$ cat config.mk
export PLATFORM = sky130hd
export DESIGN_NAME = trigger_io_channel
export DESIGN_NICKNAME = d
export VERILOG_FILES = /design/src/sv/tio_pkg.sv /design/src/sv/trigger_io_channel.sv
export SDC_FILE = /design/constraint.sdc
export NUM_CORES = 1
export LEC_CHECK = 0
export BUFFER_PORTS_ARGS = -buffer_cell sky130_fd_sc_hd__clkbuf_2
export CAP_MARGIN = 40
export CORE_UTILIZATION = 44
export DETAILED_ROUTE_END_ITERATION = 8
export GPL_TIMING_DRIVEN = 0
export PLACE_DENSITY = 0.7
export SYNTH_ARGS = -nofsm -noshare
export SYNTH_HDL_FRONTEND = slang
export SYNTH_SLANG_ARGS = --single-unit
$ cat constraint.sdc
create_clock -name clk_i -period 3.5 [get_ports clk_i]
set_input_delay 0.175 -clock clk_i [delete_from_list [all_inputs] [get_ports clk_i]]
set_output_delay 0.175 -clock clk_i [all_outputs]
set_load 0.05 [all_outputs]
$ cat src/sv/tio_pkg.sv
// Package for the trigger pin channel: register map, mode, type,
// response and condition codes, and the timer constants.
// No dependencies.
package tio_pkg;

  // Register indexes (byte address is 4 * index)
  localparam logic [2:0] REG_CHANNEL_MODE      = 3'd0;
  localparam logic [2:0] REG_INPUT_TYPE        = 3'd1;
  localparam logic [2:0] REG_INPUT_SENSITIVITY = 3'd2;
  localparam logic [2:0] REG_INPUT_RESPONSE    = 3'd3;
  localparam logic [2:0] REG_OUTPUT_CONDITION  = 3'd4;
  localparam logic [2:0] REG_OUTPUT_POLARITY   = 3'd5;
  localparam logic [2:0] REG_COMPARE_THRESHOLD = 3'd6;

  // Channel modes
  localparam logic [1:0] MODE_OFF    = 2'd0;
  localparam logic [1:0] MODE_INPUT  = 2'd1;
  localparam logic [1:0] MODE_OUTPUT = 2'd2;

  // Input qualification types
  localparam logic [1:0] TYPE_RISING  = 2'd0;
  localparam logic [1:0] TYPE_FALLING = 2'd1;
  localparam logic [1:0] TYPE_HIGH    = 2'd2;
  localparam logic [1:0] TYPE_LOW     = 2'd3;

  // Sensitivity codes
  localparam logic [1:0] SENS_HIGH = 2'd0;
  localparam logic [1:0] SENS_MID  = 2'd1;

  // Response codes
  localparam logic [2:0] RESP_ON         = 3'd0;
  localparam logic [2:0] RESP_TOGGLE     = 3'd2;
  localparam logic [2:0] RESP_DELAY_STOP = 3'd6;

  // Output conditions
  localparam logic [3:0] COND_SUPPLY_OFF = 4'd0;
  localparam logic [3:0] COND_SUPPLY_ON  = 4'd1;
  localparam logic [3:0] COND_V_GT       = 4'd2;
  localparam logic [3:0] COND_V_LT       = 4'd3;
  localparam logic [3:0] COND_V_EQ       = 4'd4;
  localparam logic [3:0] COND_I_LT       = 4'd5;
  localparam logic [3:0] COND_I_GT       = 4'd6;
  localparam logic [3:0] COND_I_EQ       = 4'd7;
  localparam logic [3:0] COND_P_LT       = 4'd8;
  localparam logic [3:0] COND_P_GT       = 4'd9;
  localparam logic [3:0] COND_P_EQ       = 4'd10;

  // Sample periods in milliseconds
  localparam logic [16:0] HIGH_SENS_MS = 17'd10;
  localparam logic [16:0] MID_SENS_MS  = 17'd50;
  localparam logic [16:0] LOW_SENS_MS  = 17'd100;

  // Timer and level reset values
  localparam logic [16:0] TIMER_RESET   = 17'h0ffff;
  localparam logic [1:0]  LEVEL_UNKNOWN = 2'd3;

  // Input fields after the input register
  typedef struct packed {
    logic [31:0] measured_power;
    logic [31:0] measured_current;
    logic [31:0] measured_voltage;
    logic        supply_on;
    logic        pin_level;
    logic [15:0] tick_ms;
  } tick_t;

  // Result fields
  typedef struct packed {
    logic       supply_target;
    logic [2:0] action_code;
    logic       action_valid;
    logic       drive_level;
    logic       drive_valid;
  } result_t;

endpackage

$ cat src/sv/trigger_io_channel.sv
// Trigger pin channel top level: input register, tick evaluation and
// result register, plus the APB register file.
// Depends on tio_pkg.

// Each tick request yields exactly one result. A request passes through an
// input register and then a result register, which presents the result to
// the output port; one tick is taken every cycle while the result side
// keeps up; the sample timer and last pin level update in the same cycle the
// tick moves into the result register. The result register decouples the
// sides: a new tick is taken while a result waits, and the input stalls only
// while both registers are full and the result is not taken. In trigger-input
// mode the timer counts down by tick_ms and, once below zero, qualifies the
// pin and reloads by the sensitivity; in trigger-output mode the drive level
// follows the selected condition. Registers are at byte addresses 0 to 24
// in steps of 4 and must be written only while no tick is in flight.
module trigger_io_channel import tio_pkg::*; (
  input  logic         clk_i,
  input  logic         rst_ni,
  // Tick requests
  input  logic         s_axis_tvalid,
  output logic         s_axis_tready,
  // [15:0] tick_ms, [16] pin_level, [17] supply_on, [49:18] measured_voltage,
  // [81:50] measured_current, [113:82] measured_power, [119:114] zero
  input  logic [119:0] s_axis_tdata,
  // Results
  output logic         m_axis_tvalid,
  input  logic         m_axis_tready,
  // [0] drive_valid, [1] drive_level, [2] action_valid, [5:3] action_code,
  // [6] supply_target, [7] zero
  output logic [7:0]   m_axis_tdata,
  // Configuration
  input  logic         psel,
  input  logic         penable,
  input  logic         pwrite,
  input  logic [4:0]   paddr,
  input  logic [31:0]  pwdata,
  output logic [31:0]  prdata,
  output logic         pready
);

  // Configuration registers
  logic [1:0]  channel_mode_q;
  logic [1:0]  input_type_q;
  logic [1:0]  input_sensitivity_q;
  logic [2:0]  input_response_q;
  logic [3:0]  output_condition_q;
  logic        output_polarity_q;
  logic [31:0] compare_threshold_q;

  logic [2:0] reg_index;
  logic       cfg_write;

  assign pready    = 1'b1;
  assign reg_index = paddr[4:2];
  assign cfg_write = psel && penable && pwrite;

  // Write registers on the access cycle
  always_ff @(posedge clk_i or negedge rst_ni) begin
    if (!rst_ni) begin
      channel_mode_q      <= MODE_INPUT;
      input_type_q        <= TYPE_RISING;
      input_sensitivity_q <= SENS_HIGH;
      input_response_q    <= RESP_ON;
      output_condition_q  <= COND_SUPPLY_OFF;
      output_polarity_q   <= 1'b1;
      compare_threshold_q <= '0;
    end else if (cfg_write) begin
      unique case (reg_index)
        REG_CHANNEL_MODE:      channel_mode_q      <= pwdata[1:0];
        REG_INPUT_TYPE:        input_type_q        <= pwdata[1:0];
        REG_INPUT_SENSITIVITY: input_sensitivity_q <= pwdata[1:0];
        REG_INPUT_RESPONSE:    input_response_q    <= pwdata[2:0];
        REG_OUTPUT_CONDITION:  output_condition_q  <= pwdata[3:0];
        REG_OUTPUT_POLARITY:   output_polarity_q   <= pwdata[0];
        REG_COMPARE_THRESHOLD: compare_threshold_q <= pwdata;
        default: ;
      endcase
    end
  end

  // Read back
  always_comb begin
    unique case (reg_index)
      REG_CHANNEL_MODE:      prdata = {30'd0, channel_mode_q};
      REG_INPUT_TYPE:        prdata = {30'd0, input_type_q};
      REG_INPUT_SENSITIVITY: prdata = {30'd0, input_sensitivity_q};
      REG_INPUT_RESPONSE:    prdata = {29'd0, input_response_q};
      REG_OUTPUT_CONDITION:  prdata = {28'd0, output_condition_q};
      REG_OUTPUT_POLARITY:   prdata = {31'd0, output_polarity_q};
      REG_COMPARE_THRESHOLD: prdata = compare_threshold_q;
      default:               prdata = '0;
    endcase
  end

  // Pipeline control
  logic    in_valid_q;
  tick_t   in_q;
  logic    out_valid_q;
  result_t out_q;
  logic    advance;

  assign advance       = in_valid_q && (!out_valid_q || m_axis_tready);
  assign s_axis_tready = !in_valid_q || advance;
  assign m_axis_tvalid = out_valid_q;
  assign m_axis_tdata  = {1'b0, out_q};

  // Hold the accepted request
  always_ff @(posedge clk_i or negedge rst_ni) begin
    if (!rst_ni) begin
      in_valid_q <= 1'b0;
    end else if (s_axis_tready) begin
      in_valid_q <= s_axis_tvalid;
    end
  end

  always_ff @(posedge clk_i) begin
    if (s_axis_tvalid && s_axis_tready) begin
      in_q <= s_axis_tdata[113:0];
    end
  end

  // Channel state
  logic [16:0] sample_timer_q, sample_timer_d;
  logic [1:0]  previous_level_q, previous_level_d;

  // Timer step and reload period
  logic [17:0] timer_diff;
  logic        timer_expired;
  logic [16:0] reload;

  assign timer_diff    = {1'b0, sample_timer_q} - {2'b00, in_q.tick_ms};
  assign timer_expired = timer_diff[17];

  always_comb begin
    unique case (input_sensitivity_q)
      SENS_HIGH: reload = HIGH_SENS_MS;
      SENS_MID:  reload = MID_SENS_MS;
      default:   reload = LOW_SENS_MS;
    endcase
  end

  // Qualify the pin against the last sampled level
  logic qualified;

  always_comb begin
    unique case (input_type_q)
      TYPE_RISING:  qualified = in_q.pin_level && (previous_level_q == 2'd0);
      TYPE_FALLING: qualified = !in_q.pin_level && (previous_level_q == 2'd1);
      TYPE_HIGH:    qualified = in_q.pin_level;
      default:      qualified = !in_q.pin_level;
    endcase
  end

  // Select the compared quantity, then compare once
  logic [31:0] quantity;
  logic        q_gt, q_lt, q_eq, met;

  always_comb begin
    unique case (output_condition_q)
      COND_V_GT, COND_V_LT, COND_V_EQ: quantity = in_q.measured_voltage;
      COND_I_GT, COND_I_LT, COND_I_EQ: quantity = in_q.measured_current;
      default:                         quantity = in_q.measured_power;
    endcase
  end

  assign q_gt = quantity > compare_threshold_q;
  assign q_lt = quantity < compare_threshold_q;
  assign q_eq = quantity == compare_threshold_q;

  always_comb begin
    unique case (output_condition_q)
      COND_SUPPLY_OFF:                met = !in_q.supply_on;
      COND_SUPPLY_ON:                 met = in_q.supply_on;
      COND_V_GT, COND_I_GT, COND_P_GT: met = q_gt;
      COND_V_LT, COND_I_LT, COND_P_LT: met = q_lt;
      COND_V_EQ, COND_I_EQ, COND_P_EQ: met = q_eq;
      default:                        met = 1'b0;
    endcase
  end

  // Evaluate the tick
  result_t res;

  always_comb begin
    res              = '0;
    sample_timer_d   = sample_timer_q;
    previous_level_d = previous_level_q;
    priority if (channel_mode_q == MODE_INPUT) begin
      sample_timer_d = timer_diff[16:0];
      if (timer_expired) begin
        if (qualified && (input_response_q <= RESP_DELAY_STOP)) begin
          res.action_valid = 1'b1;
          res.action_code  = input_response_q;
          if (input_response_q == RESP_ON) begin
            res.supply_target = 1'b1;
          end else if (input_response_q == RESP_TOGGLE) begin
            res.supply_target = !in_q.supply_on;
          end
        end
        previous_level_d = {1'b0, in_q.pin_level};
        sample_timer_d   = reload;
      end
    end else if (channel_mode_q == MODE_OUTPUT) begin
      res.drive_valid = 1'b1;
      if (output_condition_q <= COND_P_EQ) begin
        res.drive_level = met ? output_polarity_q : !output_polarity_q;
      end
    end else begin
      res = '0;
    end
  end

  // Advance state and load the result register
  always_ff @(posedge clk_i or negedge rst_ni) begin
    if (!rst_ni) begin
      sample_timer_q   <= TIMER_RESET;
      previous_level_q <= LEVEL_UNKNOWN;
      out_valid_q      <= 1'b0;
    end else begin
      if (advance) begin
        sample_timer_q   <= sample_timer_d;
        previous_level_q <= previous_level_d;
        out_valid_q      <= 1'b1;
      end else if (m_axis_tready) begin
        out_valid_q <= 1'b0;
      end
    end
  end

  always_ff @(posedge clk_i) begin
    if (advance) begin
      out_q <= res;
    end
  end

`ifndef SYNTH
  // A tick that moves on always lands in the result register
  assert property (@(posedge clk_i) disable iff (!rst_ni)
    advance |=> out_valid_q)
    else $error("tick advanced without a result");

  // A stalled input side means a request is held
  assert property (@(posedge clk_i) disable iff (!rst_ni)
    !s_axis_tready |-> (in_valid_q && out_valid_q && !m_axis_tready))
    else $error("input stalled without cause");

  // Drive and action results never appear together
  assert property (@(posedge clk_i) disable iff (!rst_ni)
    out_valid_q |-> !(out_q.drive_valid && out_q.action_valid))
    else $error("drive and action in one result");

  // Meaningless fields stay zero
  assert property (@(posedge clk_i) disable iff (!rst_ni)
    out_valid_q |-> ((out_q.drive_valid || !out_q.drive_level) &&
                     (out_q.action_valid ||
                      (out_q.action_code == 3'd0 && !out_q.supply_target))))
    else $error("field set without its valid flag");
`endif

endmodule
==> metrics.md <==
| Metric | Value |
|---|---|
| Status | `complete, no violations` |
| Peak VDD IR | `roughly 0.00033 V` |
| Yosys warns | `0` |
| Diodes inserted | `0` |
| Post-Route Skew | `approximately 20 ps` |
| Via count | `~7.7k` |
| Drt wl/cell | `18.6 um` |
| Area contributors post-synth | `edfxtp_1 (40%), dfrtp_1 (13%), ha_1 (6.6%)` |
| Number of flops mapped to enable cells by yosys | `121` |
| Critical Path RT | `3780 ps` |
| WL met1 | `11000 um` |
| DRT iter0 DRCs | `just over 500` |
| Syn_nets | `roughly 1.0k` |
| Largest area contributor in the netlist | `edfxtp_1` |
| Hpwl dp | `~16000 um` |
| HP Class | `in2reg` |
| CP peak stage delay | `540 ps` |
| Gpl congestion | `around 0.87` |
| Die ar. | `21200 um^2` |
| DP Area | `10400 um^2` |
| GR Util All Layers | `25.8%` |
| Clock Power Share | `28.7%` |
| Static Leak | `between 5 and 6 nW` |
| Syn avg cell area | `11.4 um^2` |
| Worst relative slew slack | `56.7%` |
| Cell Pwr Density | `544 nW/um^2` |
| Main synth FF type | `edfxtp_1` |
| Die H | `145 um` |
| P&R area growth vs syn | `46.6%` |
| Count leader, synth | `edfxtp_1` |
| Startpoint types | `flop` |
| WHS | `35.5 ps` |
| CTS Buf Count | `17` |
| Via count of the first global-routing pass | `7792` |
| Min setup slack post-route | `a little over 30 ps` |
| List of most frequent post-synthesis cells | `edfxtp_1 (121), nand2_1 (98), o21ai_0 (78), inv_1 (55), ha_1 (48)` |
| Nets | `approximately 1.4k` |
| Cells after Synth | `a little under 800` |
| Final Cycle Share | `between 90 and 100%` |
| Port Buffer Count | `196` |
| Core area | `20200 um^2` |
| Htree depth | `4` |
| Peak Freq | `288 MHz` |
| Top-level I/O count | `207` |
| Post-layout min period | `approximately 3500 ps` |
| Placement Setup Slack | `-1190 ps` |
| Reg-to-reg slack, setup | `30 ps` |
| FF+latch count, synth | `188` |
| Flip-flop and latch area | `~5300 um^2` |
| DRC viols | `0` |
| Combinational power share | `32.2%` |
| Hold wc startpoint | `pwdata[2]` |
| # rows | `52` |
| RSZ-0062 raised after global routing | `true` |
| Reg power frac | `between 30% and 40%` |
| Multi-input logic area | `3690 um^2` |
| Async SR Flop Fraction | `35.6%` |
| Crit-path cells | `nand2b_4 -> o22ai_4 -> buf_12 -> buf_8 -> a22oi_2 -> o21ai_2 -> ha_1 -> nand4_4 -> nor4_4 -> nor3b_4 -> a2111oi_4 -> or4_4 -> a21oi_4` |
| Fin area | `13300 um^2` |
| Worst Max-Slew Pin Slew | `roughly 650 ps` |
| Final Hold Viols | `0` |
| Max-cap violation count | `0` |
| Die Wd | `145 um` |
| Hold Crit Depth | `3` |
| Final ANT Viol Nets | `0` |
| Initial Util | `~45%` |
| # fillers | `1505` |
| Pint | `4.73 mW` |
| Hold Path End | `compare_threshold_q[2]` |
| Via density per instance | `5.27` |
| Util after Layout | `65.6%` |
| Met2 routed WL | `13700 um` |
| Congestion Overflow GR | `0` |
| Mapped Area | `approximately 9100 um^2` |
| Final setup viols | `0` |
| FF-to-FF path depth | `13` |
| Switching Fraction | `34.6%` |
| Slew Viols, Final | `0` |
| R2r startpoint | `output_condition_q[3]` |
| Max layer used | `met4` |
| Clk sinks | `around 190` |
| Worst-Skew Late Latency | `450 ps` |
| Drt total wl | `27200 um` |
| Clock root cell | `clkbuf_16` |
| Yosys cell types | `just under 60` |
| Initial antenna violation count | `0` |
| FF-to-FF End | `m_axis_tdata[1]` |
| Crit end category | `flop` |
| Sequential area share after synthesis | `58.9%` |
| Pre-antenna DRT Iters | `5` |
| Fraction of layout cells with a size suffix above 1 | `31.6%` |
| Worst-path clk slew | `80 ps` |
| Met3 wire length | `1580 um` |
| CP Class | `reg2reg` |
| Largest net degree at the start of global routing | `74` |
| Switching power | `between 2 and 2.5 mW` |
| First-pass GRT wire length | `41500 um` |
| CP max-delay cell | `or4_4` |
| Worst Path Max Fanout | `7` |
| CTS tree | `done` |
| Area share of the largest cell type after synthesis | `40.1%` |
| Largest buffer count on any clock path | `2` |
| Arrival time worst endpoint | `3750 ps` |
flip-flops by register name, summed over array words and instances, names as in the netlist, 3 cells and up:
| name | cells |
|---|---|
| in_q | 114 |
| compare_threshold_q | 32 |
| output_condition_q | 4 |
| input_response_q | 3 |
| m_axis_tdata | 7 |
| sample_timer_q | 17 |
how the worst max path moves through the flow:
| stage | from | end | slack [ps] | cells past startpoint |
|---|---|---|---|---|
| floorplan | output_condition_q[2] | m_axis_tdata[1] | 40 | 15 |
| global placement | output_condition_q[3] | m_axis_tdata[1] | -1130 | 14 |
| detailed placement | output_condition_q[3] | m_axis_tdata[1] | -1190 | 14 |
| CTS | output_condition_q[2] | m_axis_tdata[1] | 10 | 14 |
| global route | output_condition_q[3] | m_axis_tdata[1] | -90 | 14 |
| finish | output_condition_q[3] | m_axis_tdata[1] | 30 | 13 |
area by class of cell:
cell class / count / area share (%)
Timing Repair Buffer: 373 / 20.9
Buffer: 38 / 2.16
Sequential cell: 188 / 40.2
Tap cell: 270 / 2.55
Clock buffer: 17 / 3.20
Multi-Input combinational cell: 508 / 27.8
Inverter: 55 / 1.56
Clock inverter: 15 / 1.66
cell usage in the layout (no fill, tap or decap), types with 10 or more instances in the layout:
cell,netlist,final
clkbuf_2,0,195
clkbuf_16,0,19
ha_1,48,45
o31ai_1,11,10
and3_1,33,33
dlygate4sd3_1,0,145
edfxtp_1,121,121
inv_1,55,54
a22oi_1,33,18
mux2_2,17,17
nor2b_1,12,10
nand3_1,11,11
clkbuf_1,37,20
a21oi_1,26,23
nor2_1,28,27
o21ai_1,2,20
dfstp_2,20,20
o21ai_0,78,49
nand2_1,98,98
dfrtp_1,47,44
o21ai_2,1,10
a22oi_2,0,15
buf_4,2,27
kinds of logic after synthesis:
logic type | after synthesis | synth area share [%]
mux | 21 | 2.56
simple gates | 223 | 12.3
flops | 188 | 58.9
xor+xnor | 12 | 1.16
compound gates | 201 | 14.1
buf+inv | 95 | 4.04
fa+ha+maj | 49 | 6.85
other cells | 2 | 0.0829
power by group through the flow:
stage          combinational, mW  clock (mW)  sequential, mW
2_1_floorplan               1.15           0            2.84
3_3_place_gp                1.63           0            2.84
3_5_place_dp                1.67           0            2.84
4_1_cts                     2.01        2.09            2.81
5_1_grt                     2.54        2.19            2.85
6_report                    2.33        2.08            2.82
metal layers:
layer | global-route usage [%] | up-vias
met5 | 0 | -
met4 | 10.9 | 0
met3 | 5.08 | 58
met2 | 43.8 | 321
met1 | 32.3 | 3674
li1 | - | 3667
worst max-delay path: cells and delay by family (launching register included):
kind	cells	cell delay, ps
adders and majority gates	1	360
DFF	1	460
buffers and inverters	2	280
AOI/OAI and AO/OA	5	660
and+or+nand+nor	5	1540
repair_timing:
action | 4_1_cts | 5_1_grt
resized for setup | 66 | 85
hold endpoints to repair | 168 | 0
setup buffers | 14 | 14
pin swaps | 16 | 46
setup endpoints to repair | 1 | 1
cloned | 1 | 2
hold buffers | 145 | 0
through the flow:
step           setup TNS (ps)  power (mW)  cells
6_report                    0        7.23   1464
5_1_grt                 -95.0        7.58   1464
4_1_cts                     0        6.91   1449
3_5_place_dp            -1190        4.51   1259
3_3_place_gp            -1130        4.46   1257
2_1_floorplan               0        3.99    791
Power figures use the tool's default switching activity.
